$ cat src/design/rqs_pkg.sv
// Types and constants of the ready queue thread scheduler.
// No dependencies; used by every other file but assert_macros.svh.
`default_nettype none

package rqs_pkg;

    localparam int SLOT_W    = 4;
    localparam int SLOT_N    = 16;
    localparam int CMD_W     = 3;
    localparam int KIND_W    = 2;
    localparam int CFG_IDX_W = 2;

    localparam logic [CFG_IDX_W-1:0] CFG_IDLE = 2'd0;
    localparam logic [CFG_IDX_W-1:0] CFG_BOOT = 2'd1;

    localparam logic [KIND_W-1:0] KIND_BLOCKED = 2'd0;
    localparam logic [KIND_W-1:0] KIND_WAITING = 2'd1;
    localparam logic [KIND_W-1:0] KIND_HANGING = 2'd2;

    typedef enum logic [2:0] {
        ST_RUNNING = 3'd0,
        ST_READY   = 3'd1,
        ST_BLOCKED = 3'd2,
        ST_WAITING = 3'd3,
        ST_HANGING = 3'd4,
        ST_DIED    = 3'd5
    } stat_t;

    typedef enum logic [CMD_W-1:0] {
        CMD_START   = 3'd0,
        CMD_YIELD   = 3'd1,
        CMD_BLOCK   = 3'd2,
        CMD_UNBLOCK = 3'd3,
        CMD_EXIT    = 3'd4
    } cmd_t;

    typedef enum logic [3:0] {
        S_CLEAR,
        S_IDLE,
        S_CHECK,
        S_REMOVE,
        S_REM_FIX,
        S_PASS,
        S_INS_A,
        S_INS_B,
        S_IDLE_RD,
        S_IDLE_CHK,
        S_POP_RD,
        S_POP,
        S_DONE
    } eng_state_t;

    typedef struct packed {
        logic [SLOT_W-1:0] next;
        logic [SLOT_W-1:0] prev;
    } link_word_t;

    typedef struct packed {
        logic              stat_re;
        logic [SLOT_W-1:0] stat_raddr;
        logic              stat_we;
        logic [SLOT_W-1:0] stat_waddr;
        stat_t             stat_wdata;
        logic              link_re;
        logic [SLOT_W-1:0] link_raddr;
        logic              link_we_next;
        logic              link_we_prev;
        logic [SLOT_W-1:0] link_waddr;
        link_word_t        link_wdata;
    } mem_req_t;

    typedef struct packed {
        stat_t      stat;
        link_word_t link;
    } mem_rsp_t;

    typedef struct packed {
        logic [SLOT_W-1:0] idle_slot;
        logic [SLOT_W-1:0] boot_slot;
        logic              reload;
    } cfg_t;

    typedef struct packed {
        logic [SLOT_W-1:0] running_slot;
        logic [SLOT_W-1:0] previous_slot;
        logic              switched;
        logic              outcome;
    } res_t;

endpackage

`default_nettype wire

$ cat src/design/rqs_cmd_if.sv
// Command channel of the scheduler.
// Depends on rqs_pkg.
`default_nettype none

interface rqs_cmd_if import rqs_pkg::*; ();
    logic              valid;
    logic              ready;
    logic [CMD_W-1:0]  command;
    logic [SLOT_W-1:0] thread_slot;
    logic [KIND_W-1:0] block_kind;
    logic              reschedule;

    modport source (output valid, command, thread_slot, block_kind, reschedule,
                    input ready);
    modport sink   (input valid, command, thread_slot, block_kind, reschedule,
                    output ready);
endinterface

`default_nettype wire

$ cat src/design/rqs_res_if.sv
// Result channel of the scheduler.
// Depends on rqs_pkg.
`default_nettype none

interface rqs_res_if import rqs_pkg::*; ();
    logic              valid;
    logic              ready;
    logic [SLOT_W-1:0] running_slot;
    logic [SLOT_W-1:0] previous_slot;
    logic              switched;
    logic              outcome;

    modport source (output valid, running_slot, previous_slot, switched, outcome,
                    input ready);
    modport sink   (input valid, running_slot, previous_slot, switched, outcome,
                    output ready);
endinterface

`default_nettype wire

$ cat src/design/rqs_cfg_if.sv
// Configuration write channel of the scheduler.
// Depends on rqs_pkg.
`default_nettype none

interface rqs_cfg_if import rqs_pkg::*; ();
    logic                 valid;
    logic                 ready;
    logic [CFG_IDX_W-1:0] index;
    logic [SLOT_W-1:0]    data;

    modport source (output valid, index, data, input ready);
    modport sink   (input valid, index, data, output ready);
endinterface

`default_nettype wire

$ cat src/design/rqs_cfg.sv
// Configuration registers idle_slot and boot_slot with reload request.
// Depends on rqs_pkg and rqs_cfg_if.
`default_nettype none

module rqs_cfg import rqs_pkg::*;
(
    input  wire logic clk,
    input  wire logic rst_n,
    rqs_cfg_if.sink   cfg,
    output cfg_t      cfg_st
);

    logic [SLOT_W-1:0] idle_reg, idle_next;
    logic [SLOT_W-1:0] boot_reg, boot_next;
    logic              reload_reg, reload_next;

    assign cfg.ready = 1'b1;

    always_comb
    begin
        idle_next   = idle_reg;
        boot_next   = boot_reg;
        reload_next = 1'b0;
        if (cfg.valid)
        begin
            case (cfg.index)
                CFG_IDLE:
                begin
                    idle_next   = cfg.data;
                    reload_next = 1'b1;
                end
                CFG_BOOT:
                begin
                    boot_next   = cfg.data;
                    reload_next = 1'b1;
                end
                default:
                begin
                    reload_next = 1'b0;
                end
            endcase
        end
    end

    always_ff @(posedge clk or negedge rst_n)
    begin
        if (!rst_n)
        begin
            idle_reg   <= SLOT_W'(1);
            boot_reg   <= '0;
            reload_reg <= 1'b0;
        end
        else
        begin
            idle_reg   <= idle_next;
            boot_reg   <= boot_next;
            reload_reg <= reload_next;
        end
    end

    assign cfg_st.idle_slot = idle_reg;
    assign cfg_st.boot_slot = boot_reg;
    assign cfg_st.reload    = reload_reg;

endmodule

`default_nettype wire

$ cat src/design/rqs_store.sv
// Slot status memory and ready queue link memory, each with a registered read.
// Depends on rqs_pkg.
`default_nettype none

module rqs_store import rqs_pkg::*;
#(
    parameter int MAX_THREADS = 16
)
(
    input  wire logic clk,
    input  mem_req_t  req,
    output mem_rsp_t  rsp
);

    localparam int DEPTH = (MAX_THREADS < SLOT_N) ? MAX_THREADS : SLOT_N;
    localparam int IW    = $clog2(DEPTH);

    stat_t              stat_mem [DEPTH];
    logic [1:0][IW-1:0] link_mem [DEPTH];
    stat_t              stat_rd_reg;
    logic [1:0][IW-1:0] link_rd_reg;

    always_ff @(posedge clk)
    begin
        if (req.stat_we)
        begin
            stat_mem[req.stat_waddr[IW-1:0]] <= req.stat_wdata;
        end
        if (req.stat_re)
        begin
            stat_rd_reg <= stat_mem[req.stat_raddr[IW-1:0]];
        end
    end

    always_ff @(posedge clk)
    begin
        if (req.link_we_next)
        begin
            link_mem[req.link_waddr[IW-1:0]][1] <= req.link_wdata.next[IW-1:0];
        end
        if (req.link_we_prev)
        begin
            link_mem[req.link_waddr[IW-1:0]][0] <= req.link_wdata.prev[IW-1:0];
        end
        if (req.link_re)
        begin
            link_rd_reg <= link_mem[req.link_raddr[IW-1:0]];
        end
    end

    assign rsp.stat      = stat_rd_reg;
    assign rsp.link.next = SLOT_W'(link_rd_reg[1]);
    assign rsp.link.prev = SLOT_W'(link_rd_reg[0]);

endmodule

`default_nettype wire

$ cat src/design/rqs_engine.sv
// Command sequencer: read-modify-write of slot status and queue links.
// Depends on rqs_pkg, rqs_cmd_if; drives rqs_store through mem_req_t.
`default_nettype none

module rqs_engine import rqs_pkg::*;
#(
    parameter int MAX_THREADS = 16
)
(
    input  wire logic clk,
    input  wire logic rst_n,
    rqs_cmd_if.sink   cmd,
    input  cfg_t      cfg_st,
    input  mem_rsp_t  rsp,
    output mem_req_t  req,
    input  wire logic out_free,
    output logic      res_load,
    output res_t      res_data
);

    localparam int DEPTH = (MAX_THREADS < SLOT_N) ? MAX_THREADS : SLOT_N;
    localparam int IW    = $clog2(DEPTH);
    localparam int CW    = $clog2(DEPTH + 1);

    eng_state_t        state_reg, state_next;
    eng_state_t        ret_reg, ret_next;
    logic [CMD_W-1:0]  cmd_reg, cmd_next;
    logic [SLOT_W-1:0] slot_reg, slot_next;
    logic [KIND_W-1:0] kind_reg, kind_next;
    logic              resched_reg, resched_next;
    logic [SLOT_W-1:0] prev_reg, prev_next;
    logic [SLOT_W-1:0] cur_reg, cur_next;
    logic [SLOT_W-1:0] head_reg, head_next;
    logic [SLOT_W-1:0] tail_reg, tail_next;
    logic [CW-1:0]     count_reg, count_next;
    logic [SLOT_W-1:0] ins_reg, ins_next;
    logic              push_reg, push_next;
    logic              sw_reg, sw_next;
    logic              bad_reg, bad_next;
    logic [IW-1:0]     clr_reg, clr_next;

    logic [SLOT_W-1:0] tgt;
    stat_t             tgt_st;
    logic [SLOT_W-1:0] clr_slot;

    function automatic logic in_rng(input logic [SLOT_W-1:0] s);
        return int'(s) < MAX_THREADS;
    endfunction

    function automatic logic parked(input stat_t s);
        return s == ST_BLOCKED || s == ST_WAITING || s == ST_HANGING;
    endfunction

    function automatic logic uses_slot(input logic [CMD_W-1:0] c);
        return cmd_t'(c) == CMD_START || cmd_t'(c) == CMD_UNBLOCK || cmd_t'(c) == CMD_EXIT;
    endfunction

    function automatic stat_t block_stat(input logic [KIND_W-1:0] k);
        stat_t r;
        case (k)
            KIND_BLOCKED: r = ST_BLOCKED;
            KIND_WAITING: r = ST_WAITING;
            default:      r = ST_HANGING;
        endcase
        return r;
    endfunction

    assign tgt      = uses_slot(cmd_reg) ? slot_reg : cur_reg;
    assign tgt_st   = in_rng(tgt) ? rsp.stat : ST_DIED;
    assign clr_slot = SLOT_W'(clr_reg);

    assign res_data.running_slot  = cur_reg;
    assign res_data.previous_slot = prev_reg;
    assign res_data.switched      = sw_reg;
    assign res_data.outcome       = bad_reg;

    always_comb
    begin
        state_next   = state_reg;
        ret_next     = ret_reg;
        cmd_next     = cmd_reg;
        slot_next    = slot_reg;
        kind_next    = kind_reg;
        resched_next = resched_reg;
        prev_next    = prev_reg;
        cur_next     = cur_reg;
        head_next    = head_reg;
        tail_next    = tail_reg;
        count_next   = count_reg;
        ins_next     = ins_reg;
        push_next    = push_reg;
        sw_next      = sw_reg;
        bad_next     = bad_reg;
        clr_next     = clr_reg;
        req          = '0;
        cmd.ready    = 1'b0;
        res_load     = 1'b0;

        case (state_reg)
            S_CLEAR:
            begin
                req.stat_we    = 1'b1;
                req.stat_waddr = clr_slot;
                if (clr_slot == cfg_st.boot_slot)
                    req.stat_wdata = ST_RUNNING;
                else if (clr_slot == cfg_st.idle_slot)
                    req.stat_wdata = ST_BLOCKED;
                else
                    req.stat_wdata = ST_DIED;
                head_next  = '0;
                tail_next  = '0;
                count_next = '0;
                cur_next   = cfg_st.boot_slot;
                clr_next   = clr_reg + IW'(1);
                if (clr_reg == IW'(DEPTH - 1))
                    state_next = S_IDLE;
            end

            S_IDLE:
            begin
                // a pending reload takes over the next cycle
                cmd.ready = !cfg_st.reload;
                if (cmd.valid && !cfg_st.reload)
                begin
                    cmd_next       = cmd.command;
                    slot_next      = cmd.thread_slot;
                    kind_next      = cmd.block_kind;
                    resched_next   = cmd.reschedule;
                    prev_next      = cur_reg;
                    sw_next        = 1'b0;
                    bad_next       = 1'b0;
                    req.stat_re    = 1'b1;
                    req.stat_raddr = uses_slot(cmd.command) ? cmd.thread_slot : cur_reg;
                    state_next     = S_CHECK;
                end
            end

            S_CHECK:
            begin
                state_next = S_DONE;
                case (cmd_t'(cmd_reg))
                    CMD_START:
                    begin
                        if (in_rng(slot_reg) && tgt_st == ST_DIED)
                        begin
                            req.stat_we    = 1'b1;
                            req.stat_waddr = slot_reg;
                            req.stat_wdata = ST_READY;
                            ins_next       = slot_reg;
                            push_next      = 1'b0;
                            ret_next       = S_DONE;
                            state_next     = S_INS_A;
                        end
                        else
                            bad_next = 1'b1;
                    end
                    CMD_YIELD:
                    begin
                        if (tgt_st == ST_RUNNING)
                        begin
                            req.stat_we    = 1'b1;
                            req.stat_waddr = cur_reg;
                            req.stat_wdata = ST_READY;
                            ins_next       = cur_reg;
                            push_next      = 1'b0;
                            ret_next       = S_IDLE_RD;
                            state_next     = S_INS_A;
                        end
                        else
                            bad_next = 1'b1;
                    end
                    CMD_BLOCK:
                    begin
                        if (tgt_st == ST_RUNNING && kind_reg <= KIND_HANGING)
                        begin
                            req.stat_we    = 1'b1;
                            req.stat_waddr = cur_reg;
                            req.stat_wdata = block_stat(kind_reg);
                            state_next     = S_IDLE_RD;
                        end
                        else
                            bad_next = 1'b1;
                    end
                    CMD_UNBLOCK:
                    begin
                        if (parked(tgt_st))
                        begin
                            req.stat_we    = 1'b1;
                            req.stat_waddr = slot_reg;
                            req.stat_wdata = ST_READY;
                            ins_next       = slot_reg;
                            push_next      = 1'b1;
                            ret_next       = S_DONE;
                            state_next     = S_INS_A;
                        end
                        else
                            bad_next = 1'b1;
                    end
                    CMD_EXIT:
                    begin
                        if (in_rng(slot_reg) && tgt_st != ST_DIED)
                        begin
                            req.stat_we    = 1'b1;
                            req.stat_waddr = slot_reg;
                            req.stat_wdata = ST_DIED;
                            // status of current is needed by the schedule pass
                            req.stat_re    = resched_reg;
                            req.stat_raddr = cur_reg;
                            if (tgt_st == ST_READY)
                            begin
                                req.link_re    = 1'b1;
                                req.link_raddr = slot_reg;
                                state_next     = S_REMOVE;
                            end
                            else
                                state_next = resched_reg ? S_PASS : S_DONE;
                        end
                        else
                            bad_next = 1'b1;
                    end
                    default:
                    begin
                        bad_next = 1'b1;
                    end
                endcase
            end

            S_REMOVE:
            begin
                count_next = count_reg - CW'(1);
                if (slot_reg == head_reg)
                    head_next = rsp.link.next;
                else
                begin
                    req.link_we_next    = 1'b1;
                    req.link_waddr      = rsp.link.prev;
                    req.link_wdata.next = rsp.link.next;
                end
                if (slot_reg == tail_reg)
                begin
                    tail_next  = rsp.link.prev;
                    state_next = resched_reg ? S_PASS : S_DONE;
                end
                else
                    state_next = S_REM_FIX;
            end

            S_REM_FIX:
            begin
                req.link_we_prev    = 1'b1;
                req.link_waddr      = rsp.link.next;
                req.link_wdata.prev = rsp.link.prev;
                state_next          = resched_reg ? S_PASS : S_DONE;
            end

            S_PASS:
            begin
                if (slot_reg != cur_reg && in_rng(cur_reg) && rsp.stat == ST_RUNNING)
                begin
                    req.stat_we    = 1'b1;
                    req.stat_waddr = cur_reg;
                    req.stat_wdata = ST_READY;
                    ins_next       = cur_reg;
                    push_next      = 1'b0;
                    ret_next       = S_IDLE_RD;
                    state_next     = S_INS_A;
                end
                else
                    state_next = S_IDLE_RD;
            end

            S_INS_A:
            begin
                if (count_reg == '0)
                begin
                    head_next  = ins_reg;
                    tail_next  = ins_reg;
                    count_next = count_reg + CW'(1);
                    state_next = ret_reg;
                end
                else if (push_reg)
                begin
                    req.link_we_prev    = 1'b1;
                    req.link_waddr      = head_reg;
                    req.link_wdata.prev = ins_reg;
                    state_next          = S_INS_B;
                end
                else
                begin
                    req.link_we_next    = 1'b1;
                    req.link_waddr      = tail_reg;
                    req.link_wdata.next = ins_reg;
                    state_next          = S_INS_B;
                end
            end

            S_INS_B:
            begin
                req.link_waddr = ins_reg;
                count_next     = count_reg + CW'(1);
                state_next     = ret_reg;
                if (push_reg)
                begin
                    req.link_we_next    = 1'b1;
                    req.link_wdata.next = head_reg;
                    head_next           = ins_reg;
                end
                else
                begin
                    req.link_we_prev    = 1'b1;
                    req.link_wdata.prev = tail_reg;
                    tail_next           = ins_reg;
                end
            end

            S_IDLE_RD:
            begin
                if (count_reg != '0)
                begin
                    req.link_re    = 1'b1;
                    req.link_raddr = head_reg;
                    state_next     = S_POP;
                end
                else
                begin
                    req.stat_re    = 1'b1;
                    req.stat_raddr = cfg_st.idle_slot;
                    state_next     = S_IDLE_CHK;
                end
            end

            S_IDLE_CHK:
            begin
                if (in_rng(cfg_st.idle_slot) && parked(rsp.stat))
                begin
                    req.stat_we    = 1'b1;
                    req.stat_waddr = cfg_st.idle_slot;
                    req.stat_wdata = ST_READY;
                    ins_next       = cfg_st.idle_slot;
                    push_next      = 1'b1;
                    ret_next       = S_POP_RD;
                    state_next     = S_INS_A;
                end
                else
                    state_next = S_DONE;
            end

            S_POP_RD:
            begin
                req.link_re    = 1'b1;
                req.link_raddr = head_reg;
                state_next     = S_POP;
            end

            S_POP:
            begin
                req.stat_we    = 1'b1;
                req.stat_waddr = head_reg;
                req.stat_wdata = ST_RUNNING;
                cur_next       = head_reg;
                head_next      = rsp.link.next;
                count_next     = count_reg - CW'(1);
                sw_next        = 1'b1;
                state_next     = S_DONE;
            end

            S_DONE:
            begin
                if (out_free)
                begin
                    res_load   = 1'b1;
                    state_next = S_IDLE;
                end
            end

            default:
            begin
                state_next = S_IDLE;
            end
        endcase

        if (cfg_st.reload)
        begin
            state_next = S_CLEAR;
            clr_next   = '0;
        end
    end

    always_ff @(posedge clk or negedge rst_n)
    begin
        if (!rst_n)
        begin
            state_reg   <= S_CLEAR;
            ret_reg     <= S_DONE;
            cmd_reg     <= '0;
            slot_reg    <= '0;
            kind_reg    <= '0;
            resched_reg <= 1'b0;
            prev_reg    <= '0;
            cur_reg     <= '0;
            head_reg    <= '0;
            tail_reg    <= '0;
            count_reg   <= '0;
            ins_reg     <= '0;
            push_reg    <= 1'b0;
            sw_reg      <= 1'b0;
            bad_reg     <= 1'b0;
            clr_reg     <= '0;
        end
        else
        begin
            state_reg   <= state_next;
            ret_reg     <= ret_next;
            cmd_reg     <= cmd_next;
            slot_reg    <= slot_next;
            kind_reg    <= kind_next;
            resched_reg <= resched_next;
            prev_reg    <= prev_next;
            cur_reg     <= cur_next;
            head_reg    <= head_next;
            tail_reg    <= tail_next;
            count_reg   <= count_next;
            ins_reg     <= ins_next;
            push_reg    <= push_next;
            sw_reg      <= sw_next;
            bad_reg     <= bad_next;
            clr_reg     <= clr_next;
        end
    end

endmodule

`default_nettype wire

$ cat src/design/rqs_out.sv
// Result output register between the sequencer and the result channel.
// Depends on rqs_pkg and rqs_res_if.
`default_nettype none

module rqs_out import rqs_pkg::*;
(
    input  wire logic clk,
    input  wire logic rst_n,
    input  wire logic load,
    input  res_t      res_in,
    output logic      free,
    rqs_res_if.source res
);

    logic valid_reg, valid_next;
    res_t data_reg, data_next;

    assign free       = !valid_reg || res.ready;
    assign valid_next = load || (valid_reg && !res.ready);
    assign data_next  = load ? res_in : data_reg;

    always_ff @(posedge clk or negedge rst_n)
    begin
        if (!rst_n)
            valid_reg <= 1'b0;
        else
            valid_reg <= valid_next;
    end

    always_ff @(posedge clk)
    begin
        data_reg <= data_next;
    end

    assign res.valid         = valid_reg;
    assign res.running_slot  = data_reg.running_slot;
    assign res.previous_slot = data_reg.previous_slot;
    assign res.switched      = data_reg.switched;
    assign res.outcome       = data_reg.outcome;

endmodule

`default_nettype wire

$ cat src/design/ready_queue_thread_scheduler.sv
// Top level of the round-robin ready queue thread scheduler.
// Depends on rqs_pkg, the channel interfaces, rqs_cfg, rqs_store, rqs_engine, rqs_out.
`default_nettype none

// One command is taken at a time and yields one result. The sequencer handles a
// command by walking the status and link memories, each with one write port and
// a registered read, so queue link updates are made one after another; a finished
// result may then wait in the sequencer until the output register is free. A new
// command is accepted as soon as the sequencer is back in idle, while the previous
// result may still sit in the output register. After reset and after every write
// to idle_slot or boot_slot, a clearing pass over min(MAX_THREADS, 16) slots
// reloads the slot status table; commands are held off until it ends, and after a
// write also while the registered reload request is pending; configuration writes
// are always taken.
module ready_queue_thread_scheduler import rqs_pkg::*;
#(
    parameter int MAX_THREADS = 16
)
(
    input  wire logic clk,
    input  wire logic rst_n,
    rqs_cmd_if.sink   cmd,
    rqs_res_if.source res,
    rqs_cfg_if.sink   cfg
);

    cfg_t     cfg_st;
    mem_req_t req;
    mem_rsp_t rsp;
    logic     out_free;
    logic     res_load;
    res_t     res_data;

    rqs_cfg u_cfg
    (
        .clk    (clk),
        .rst_n  (rst_n),
        .cfg    (cfg),
        .cfg_st (cfg_st)
    );

    rqs_store #(.MAX_THREADS(MAX_THREADS)) u_store
    (
        .clk (clk),
        .req (req),
        .rsp (rsp)
    );

    rqs_engine #(.MAX_THREADS(MAX_THREADS)) u_engine
    (
        .clk      (clk),
        .rst_n    (rst_n),
        .cmd      (cmd),
        .cfg_st   (cfg_st),
        .rsp      (rsp),
        .req      (req),
        .out_free (out_free),
        .res_load (res_load),
        .res_data (res_data)
    );

    rqs_out u_out
    (
        .clk    (clk),
        .rst_n  (rst_n),
        .load   (res_load),
        .res_in (res_data),
        .free   (out_free),
        .res    (res)
    );

endmodule

`default_nettype wire

$ cat src/flat_wrapper.sv
// flat-port wrapper written by rule: the top's interface ports become plain ports
module ready_queue_thread_scheduler_flat import rqs_pkg::*;
#(
    parameter int MAX_THREADS = 16
)
  (clk, rst_n, cmd_valid, cmd_command, cmd_thread_slot, cmd_block_kind, cmd_reschedule, cmd_ready, res_valid, res_running_slot, res_previous_slot, res_switched, res_outcome, res_ready, cfg_valid, cfg_index, cfg_data, cfg_ready);
  rqs_cmd_if cmd_i ();
  rqs_res_if res_i ();
  rqs_cfg_if cfg_i ();
  input  wire logic clk;
  input  wire logic rst_n;
  input wire logic [$bits(cmd_i.valid)-1:0] cmd_valid;
  input wire logic [$bits(cmd_i.command)-1:0] cmd_command;
  input wire logic [$bits(cmd_i.thread_slot)-1:0] cmd_thread_slot;
  input wire logic [$bits(cmd_i.block_kind)-1:0] cmd_block_kind;
  input wire logic [$bits(cmd_i.reschedule)-1:0] cmd_reschedule;
  output wire logic [$bits(cmd_i.ready)-1:0] cmd_ready;
  output wire logic [$bits(res_i.valid)-1:0] res_valid;
  output wire logic [$bits(res_i.running_slot)-1:0] res_running_slot;
  output wire logic [$bits(res_i.previous_slot)-1:0] res_previous_slot;
  output wire logic [$bits(res_i.switched)-1:0] res_switched;
  output wire logic [$bits(res_i.outcome)-1:0] res_outcome;
  input wire logic [$bits(res_i.ready)-1:0] res_ready;
  input wire logic [$bits(cfg_i.valid)-1:0] cfg_valid;
  input wire logic [$bits(cfg_i.index)-1:0] cfg_index;
  input wire logic [$bits(cfg_i.data)-1:0] cfg_data;
  output wire logic [$bits(cfg_i.ready)-1:0] cfg_ready;
  assign cmd_i.valid = cmd_valid;
  assign cmd_i.command = cmd_command;
  assign cmd_i.thread_slot = cmd_thread_slot;
  assign cmd_i.block_kind = cmd_block_kind;
  assign cmd_i.reschedule = cmd_reschedule;
  assign cmd_ready = cmd_i.ready;
  assign res_valid = res_i.valid;
  assign res_running_slot = res_i.running_slot;
  assign res_previous_slot = res_i.previous_slot;
  assign res_switched = res_i.switched;
  assign res_outcome = res_i.outcome;
  assign res_i.ready = res_ready;
  assign cfg_i.valid = cfg_valid;
  assign cfg_i.index = cfg_index;
  assign cfg_i.data = cfg_data;
  assign cfg_ready = cfg_i.ready;
  ready_queue_thread_scheduler #(.MAX_THREADS(MAX_THREADS)) u_core (.clk(clk), .rst_n(rst_n), .cmd(cmd_i), .res(res_i), .cfg(cfg_i));
endmodule
$ cat config.mk
export PLATFORM = sky130hd
export DESIGN_NAME = ready_queue_thread_scheduler_flat
export DESIGN_NICKNAME = d
export VERILOG_FILES = /design/src/design/rqs_pkg.sv /design/src/design/rqs_cmd_if.sv /design/src/design/rqs_res_if.sv /design/src/design/rqs_cfg_if.sv /design/src/design/rqs_cfg.sv /design/src/design/rqs_store.sv /design/src/design/rqs_engine.sv /design/src/design/rqs_out.sv /design/src/design/ready_queue_thread_scheduler.sv /design/src/flat_wrapper.sv
export SDC_FILE = /design/constraint.sdc
export NUM_CORES = 1
export LEC_CHECK = 0
export BUFFER_PORTS_ARGS = -buffer_cell sky130_fd_sc_hd__buf_2
export CAP_MARGIN = 10
export CORE_ASPECT_RATIO = 1.75
export CORE_MARGIN = 8
export CORE_UTILIZATION = 62
export CTS_CLUSTER_SIZE = 25
export DETAILED_ROUTE_END_ITERATION = 16
export GPL_TIMING_DRIVEN = 0
export PLACE_DENSITY = 0.79
export SYNTH_ARGS = -nofsm -noshare
export SYNTH_HDL_FRONTEND = slang
export SYNTH_SLANG_ARGS = --single-unit
$ cat constraint.sdc
create_clock -name clk -period 3.9 [get_ports clk]
set_input_delay 0.195 -clock clk [delete_from_list [all_inputs] [get_ports clk]]
set_output_delay 0.195 -clock clk [all_outputs]
set_load 0.05 [all_outputs]
### After elaboration in Yosys (flattened, before gate mapping)

Memory sizes are Yosys's and may differ from the RTL's. A register that Yosys moved wholly into a read port is not among the register bits.
Cells that the tools add are included.

* memories: 2
* output and inout port bits: 13
* word-level logic and storage cells: 229
* memory bits (writable): 176
* flip-flop bits (word level): 70
* input bits: 21

* add/subtract/negate cells: 3
* reductions and logical operators: 42
* equal/unequal tests: 52
* muxes and demuxes: 105
* $lt $le $gt $ge: 1

Memory list
* u_core.u_store.link_mem: words 16, width 8, rd ports 1, clocked after Yosys merged registers in 1, wr ports 1, RTL line rqs_store.sv:19 `logic [1:0][IW-1:0] link_mem [DEPTH];`
* u_core.u_store.stat_mem: words 16, width 3, rd ports 1, clocked after Yosys merged registers in 1, wr ports 1, RTL line rqs_store.sv:18 `stat_t stat_mem [DEPTH];`

Operators with widths (count)
* $mux W4: 36
* $pmux W8 S5: 2
* $pmux W4 S3: 6
* $mux W8: 7
* $pmux W4 S13: 1
* $pmux W4 S5: 2
* $mux W5: 7
* $pmux W4 S4: 2
* $pmux W5 S3: 2
* $ne A3 B3 Y1 const B: 9
* $eq A4 B4 Y1 const B: 6
* $mux W1: 24
* $pmux W5 S4: 1
* $mux W18: 1
* $eq A4 B3 Y1 const B: 4
* $eq A4 B4 Y1: 4
* $ne A2 B2 Y1 const B: 8
* $eq A3 B2 Y1 const B: 5
* $mux W14: 1
* $reduce_and A7 Y1: 2
* $eq A3 B3 Y1 const B: 4
* $pmux W1 S3: 4
* $reduce_and A2 Y1: 5
* $reduce_bool A5 Y1: 2
* 32 further kinds: 58

### Logic depth before layout (Yosys ltp)

* word-level depth: 8
* mapped depth: 15
* depth with buffers taken out: 13

### Cells and area by module

Synthesis repeated with hierarchy kept, for this count alone.

* cell total of the unflattened synthesis: 833
* area, all modules: 12000.3 sq um

Modules (own cells, without submodules)
* rqs_store: seq. area each 5615.4 sq um, times used 1, cells each 358, area each 7300.8 sq um
* rqs_engine: seq. area each 1202.4 sq um, times used 1, cells each 439, area each 3981.3 sq um
* rqs_cfg: seq. area each 226.5 sq um, times used 1, cells each 23, area each 370.4 sq um
* rqs_out: seq. area each 325.3 sq um, times used 1, cells each 13, area each 347.8 sq um

### Worst setup path before layout

No wires, ideal clock.

* kind: reg2reg
* from: register u_core.u_engine.state_reg[2]
* to: register u_core.u_engine.count_reg[4]
* data required time: 3818 ps
* library setup time: 82 ps
* period minus slack after synthesis: 2840 ps
* data arrival time: 2758 ps
* path buffers: 2
* stages on the path, launching flop included: 16
* path slack: 1060 ps
* path through: dfrtp_1 > inv_1 > ha_1 > clkbuf_1 > and3_1 > or2_2 > clkbuf_1 > inv_1 > fa_1 > nor2b_1 > o21ai_0 > nand2b_1 > nand3_1 > o21ai_0 > a21oi_1 > a31oi_1

* longest elaborated chain between the ends: 4
* elaborated cells on any way between the ends: 10
* classes of those cells: 5 x eq/ne; 1 x mux; 4 x reduce/logical

Ends and longest elaborated chain
* from (decl): RTL line rqs_engine.sv:25 `eng_state_t state_reg, state_next;`
* from (signal assigned): RTL line rqs_engine.sv:412 `state_reg <= state_next;`
* $eq A4 B2 Y1 or $eq A4 B4 Y1 (tied branches): RTL line rqs_engine.sv:99 `case (state_reg)`
* $reduce_or A2 Y1 (no source line)
* $reduce_bool A4 Y1 (no source line)
* $reduce_and A2 Y1 (no source line)
* to (signal assigned): RTL line rqs_engine.sv:422 `count_reg <= count_next;`
* to (decl): RTL line rqs_engine.sv:35 `logic [CW-1:0] count_reg, count_next;`

Parallel ways exist; a longest one is shown, timed or not.
A chain may end at the register's enable or synchronous reset.

### Final worst setup path

* from: register u_core.u_engine.state_reg[2]
* to: register u_core.u_store.stat_rd_reg[0] (read register of u_core.u_store.stat_mem), data pin

* longest elaborated chain between the ends: 2
* elaborated cells on any way between the ends: 4
* classes of those cells: 3 x eq/ne; 1 x mux

Ends and longest elaborated chain
* $eq A4 B4 Y1 (tied with other cells): RTL line rqs_engine.sv:99
* $pmux W5 S3 *: RTL line rqs_engine.sv:99
* to (decl): RTL line rqs_store.sv:20 `stat_t stat_rd_reg;`

Every way passes the cells marked *; elsewhere a longest branch is shown, timed or not.

==> results.toml <==
[run_status]
status = "completed"

[routing]
postRouteAntennaNets = 0
drt-total-wl_um = 31300
viasPerCell = 6.53
detail_route.drc_violations = 0
detail_route.wl_per_cell_um = 23.6
dr_total_vias = 8661
drt_first_pass_iters = 8
drtIter0Drc = 1080

[worst_setup_path]
critical_path_peak_fanout = 10
critPathSlowestCell = "sky130_fd_sc_hd__clkbuf_1"
timing.rr.start = "u_core.u_engine.state_reg[2]"
worstPathRequired_ns = 4.16
worstSetupStartpointType = "flop"
setup.worst_path.class = "reg -> reg"
crit_start = "u_core.u_engine.state_reg[2]"
timing.critical_path.max_delay_family = "simple AND/OR/NAND/NOR gates"
worstPathBufferInverterCount = 3
cp_cell_sequence = "inv_1 -> ha_1 -> clkbuf_1 -> nand3b_1 -> nor2_1 -> buf_2 -> a32oi_1 -> nand2_1 -> mux4_2 -> and2_1 -> o311a_1"
timing.critical_path.arrival_ns = 3.97
worstSetupEndpointType = "flop"
critPathMaxStageDelay_ns = 0.44

[timing]
finalSetupViolCount = 0
final_hold_viol_count = 0
timing.final.crit_share_pct = 95.0
max_freq_mhz = 270
tns_ns = 0
setup_repair_after_global_routing_missed_its_margin = "false"
slew_viol_final = 0
timing.final.crit_period_ns = 3.71
worst-slew-pin-transition_ns = 0.867
worst_hold_check_slack_ns = 0.0342
worst_clock_skew_ns = 0.0148
worst_max_slew_margin_expressed_relative_to_the_limit_pct = 42.0

[clock_network]
clock-root-buffer = "sky130_fd_sc_hd__clkbuf_16"
cts.sinks = 255
post-cts-setup-buffer-count = 0
htree_levels = 1
clock_input_transition_at_the_sequential_cells_of_the_worst_setup_and_hold_paths_ns = 0.07
tritoncts.num_buffers = 24
ctsLongestPathBuffers = 3
clock_insertion_delay_at_the_later_pin_of_the_skew_report_ns = 0.52
tritoncts = "built"

[global_routing]
met1_usage_pct = 25.7
groute.layer.met2.usage_pct = 49.8
grt_util_met3_pct = 3.24
global_route_wire_length_before_repair_um = 48300
grt_pass1_vias = 8793
top_usage_layer = "met2"
globalRouteTotalUtil_pct = 26.1
antenna_violations_before_repair = 0
pin_count_of_the_biggest_net_entering_global_routing = 40
grt-ovfl-total = 0

[layout]
drive_gt1_share_pct = 12.5
largest_register_ffs = 128
final_cells = 1326
final_net_count = 1097
area.growth.synth_to_final_pct = 12.4
num_antenna_cells = 0

[synth]
synth_seq_area_share_pct = 61.5
synthesis.nets = 1018
synth_async_sr_flop_share_pct = 22.7
synth_edf_count = 197
post_synth.cell_area_avg_um2 = 12.1
post_synth_instance_area_um2 = 12000
ys_types = 70
ys_dominant_reg_cell = "sky130_fd_sc_hd__edfxtp_1"
yosys_warnings = 0
ys_seq_elements = 255
synthesized_instance_count = 988

[placement]
finalWeightedCongestion = 0.948
post_placement_cell_count = 1264
numPortBuffers = 32
dp.final_hpwl_um = 22400

[floorplan]
design.portCount = 34
core_region_area_um2 = 19000
die_area_um2 = 24200
cell_row_count = 67
initial_core_utilization_pct = 63.0
die_h_um = 200
chipWidth_um = 121

[power]
power_leakage_uw = 0.00483
power.ir.vdd_worst_mv = 0.543
power_density_nw_per_um2 = 560

[hold_path]
hold_path_class = "in -> reg"
hp-start = "res_ready"

[job]
max_cap_viol_count = 0
per-layer routing:
layer  wire length (µm)  vias up
li1                   -     3877
met1              10100     4158
met2              17100      479
met3               1990      147
met4               2200        0
met5                  0        -
Yosys cell counts, types with 4 or more instances:
cell | count | share of area, %
sky130_fd_sc_hd__a221o_1 | 21 | 1.8
sky130_fd_sc_hd__a22oi_1 | 13 | 0.81
sky130_fd_sc_hd__xor2_1 | 8 | 0.58
sky130_fd_sc_hd__o2111ai_1 | 4 | 0.29
sky130_fd_sc_hd__nand3_1 | 17 | 0.71
sky130_fd_sc_hd__dfrtp_1 | 56 | 12
sky130_fd_sc_hd__nand4_1 | 5 | 0.26
sky130_fd_sc_hd__a31oi_1 | 23 | 1.2
sky130_fd_sc_hd__a21o_1 | 6 | 0.38
sky130_fd_sc_hd__clkbuf_1 | 29 | 0.91
sky130_fd_sc_hd__nand3b_1 | 5 | 0.31
sky130_fd_sc_hd__xnor2_1 | 18 | 1.3
sky130_fd_sc_hd__inv_1 | 25 | 0.78
sky130_fd_sc_hd__a22o_1 | 8 | 0.58
sky130_fd_sc_hd__a21oi_1 | 22 | 0.92
sky130_fd_sc_hd__nor3_1 | 8 | 0.33
sky130_fd_sc_hd__and3_1 | 13 | 0.68
sky130_fd_sc_hd__mux2i_1 | 30 | 2.5
sky130_fd_sc_hd__buf_4 | 4 | 0.25
sky130_fd_sc_hd__mux4_2 | 6 | 1.1
sky130_fd_sc_hd__and2_1 | 35 | 1.8
sky130_fd_sc_hd__edfxtp_1 | 197 | 49
sky130_fd_sc_hd__a211oi_1 | 30 | 1.9
sky130_fd_sc_hd__nor2_1 | 75 | 2.3
sky130_fd_sc_hd__mux2_2 | 18 | 1.7
sky130_fd_sc_hd__nor2b_1 | 16 | 0.84
sky130_fd_sc_hd__nand2_1 | 143 | 4.5
sky130_fd_sc_hd__ha_1 | 8 | 0.84
sky130_fd_sc_hd__buf_2 | 16 | 0.67
sky130_fd_sc_hd__o21ai_0 | 30 | 1.3
sky130_fd_sc_hd__nand2b_1 | 12 | 0.63
sky130_fd_sc_hd__a222oi_1 | 13 | 1.1
sky130_fd_sc_hd__o32ai_1 | 9 | 0.66
cell usage in the layout (no fill, tap or decap), drive strengths merged, types with 4 or more instances in the layout:
cell type and n:
a211oi 31, a21o 6, a21oi 22, a221o 21, a221oi 4, a222oi 13, a22o 8, a22oi 13
a31oi 23, and2 37, and3 13, buf 61, clkbuf 60, clkinv 9, dfrtp 56, dlygate4sd3 17
edfxtp 197, ha 8, inv 26, mux2 18, mux2i 30, mux4 6, nand2 143, nand2b 12
nand3 17, nand3b 5, nand4 5, nor2 75, nor2b 16, nor3 9, o2111ai 4, o21ai 32
o32ai 9, or3b 5, xnor2 18, xor2 8
through the flow:
stage	util, %	instance area, µm²	total power, µW	setup WS (ns)
4_1_cts	70.7	13400	7510	0.183
5_1_grt	70.8	13500	7810	0.0161
2_1_floorplan	-	12000	4640	1.06
3_3_place_gp	65.4	12400	5120	0.290
6_report	70.8	13500	7540	0.194
3_5_place_dp	65.6	12500	5210	0.268
final cells by class:
class	count	area, µm²
Buffer	54	260
Clock buffer	30	654
Clock inverter	14	131
Fill cell	1324	5560
Inverter	25	93.8
Multi-Input combinational cell	653	4270
Sequential cell	255	7370
Tap cell	241	302
Timing Repair Buffer	54	384
worst register-to-register path: stages, from the launching register on:
cell	delay, ns
sky130_fd_sc_hd__dfrtp_1	0.41
sky130_fd_sc_hd__inv_1	0.10
sky130_fd_sc_hd__ha_1	0.17
sky130_fd_sc_hd__clkbuf_1	0.44
sky130_fd_sc_hd__nand3b_1	0.35
sky130_fd_sc_hd__nor2_1	0.20
sky130_fd_sc_hd__buf_2	0.25
sky130_fd_sc_hd__a32oi_1	0.24
sky130_fd_sc_hd__nand2_1	0.40
sky130_fd_sc_hd__mux4_2	0.39
sky130_fd_sc_hd__and2_1	0.17
sky130_fd_sc_hd__o311a_1	0.32
report_power, final:
group          total (µW)  switching, µW  internal [µW]
Clock                2310            984           1330
Sequential           3560            230           3330
Combinational        1670           1090            579
Total                7540           2300           5240
logic make-up after synthesis:
| family | Yosys count | synth area share (%) |
|---|---|---|
| AOI/OAI and AO/OA | 213 | 13.4 |
| xor gates and xnor gates | 26 | 1.90 |
| adders and majority gates | 9 | 1.00 |
| buffers and inverters | 80 | 2.99 |
| DFF | 255 | 61.5 |
| muxes | 54 | 5.33 |
| other | 1 | 0.0313 |
| and+or+nand+nor | 350 | 13.8 |
final timing paths:
path                            slack (ns)                                 to  cells after the start
worst max register to register        0.19      u_core.u_store.stat_rd_reg[0]                     11
min in group asynchronous             0.19         u_core.u_engine.cmd_reg[2]                      2
worst min register to register        0.46  u_core.u_out.res.previous_slot[1]                      0
worst min-delay path                  0.03             u_core.u_out.res.valid                      3
worst max-delay path                  0.19      u_core.u_store.stat_rd_reg[0]                     11
max in group asynchronous             3.06         u_core.u_engine.ret_reg[2]                      3
what timing repair did:
action / 4_1_cts / 5_1_grt
hold endpoints to repair: 38 / 0
hold buffers: 17 / 0
resized for setup: 0 / 1
setup endpoints to repair: 0 / 97
Note: power is estimated with default switching activity, not from simulation.
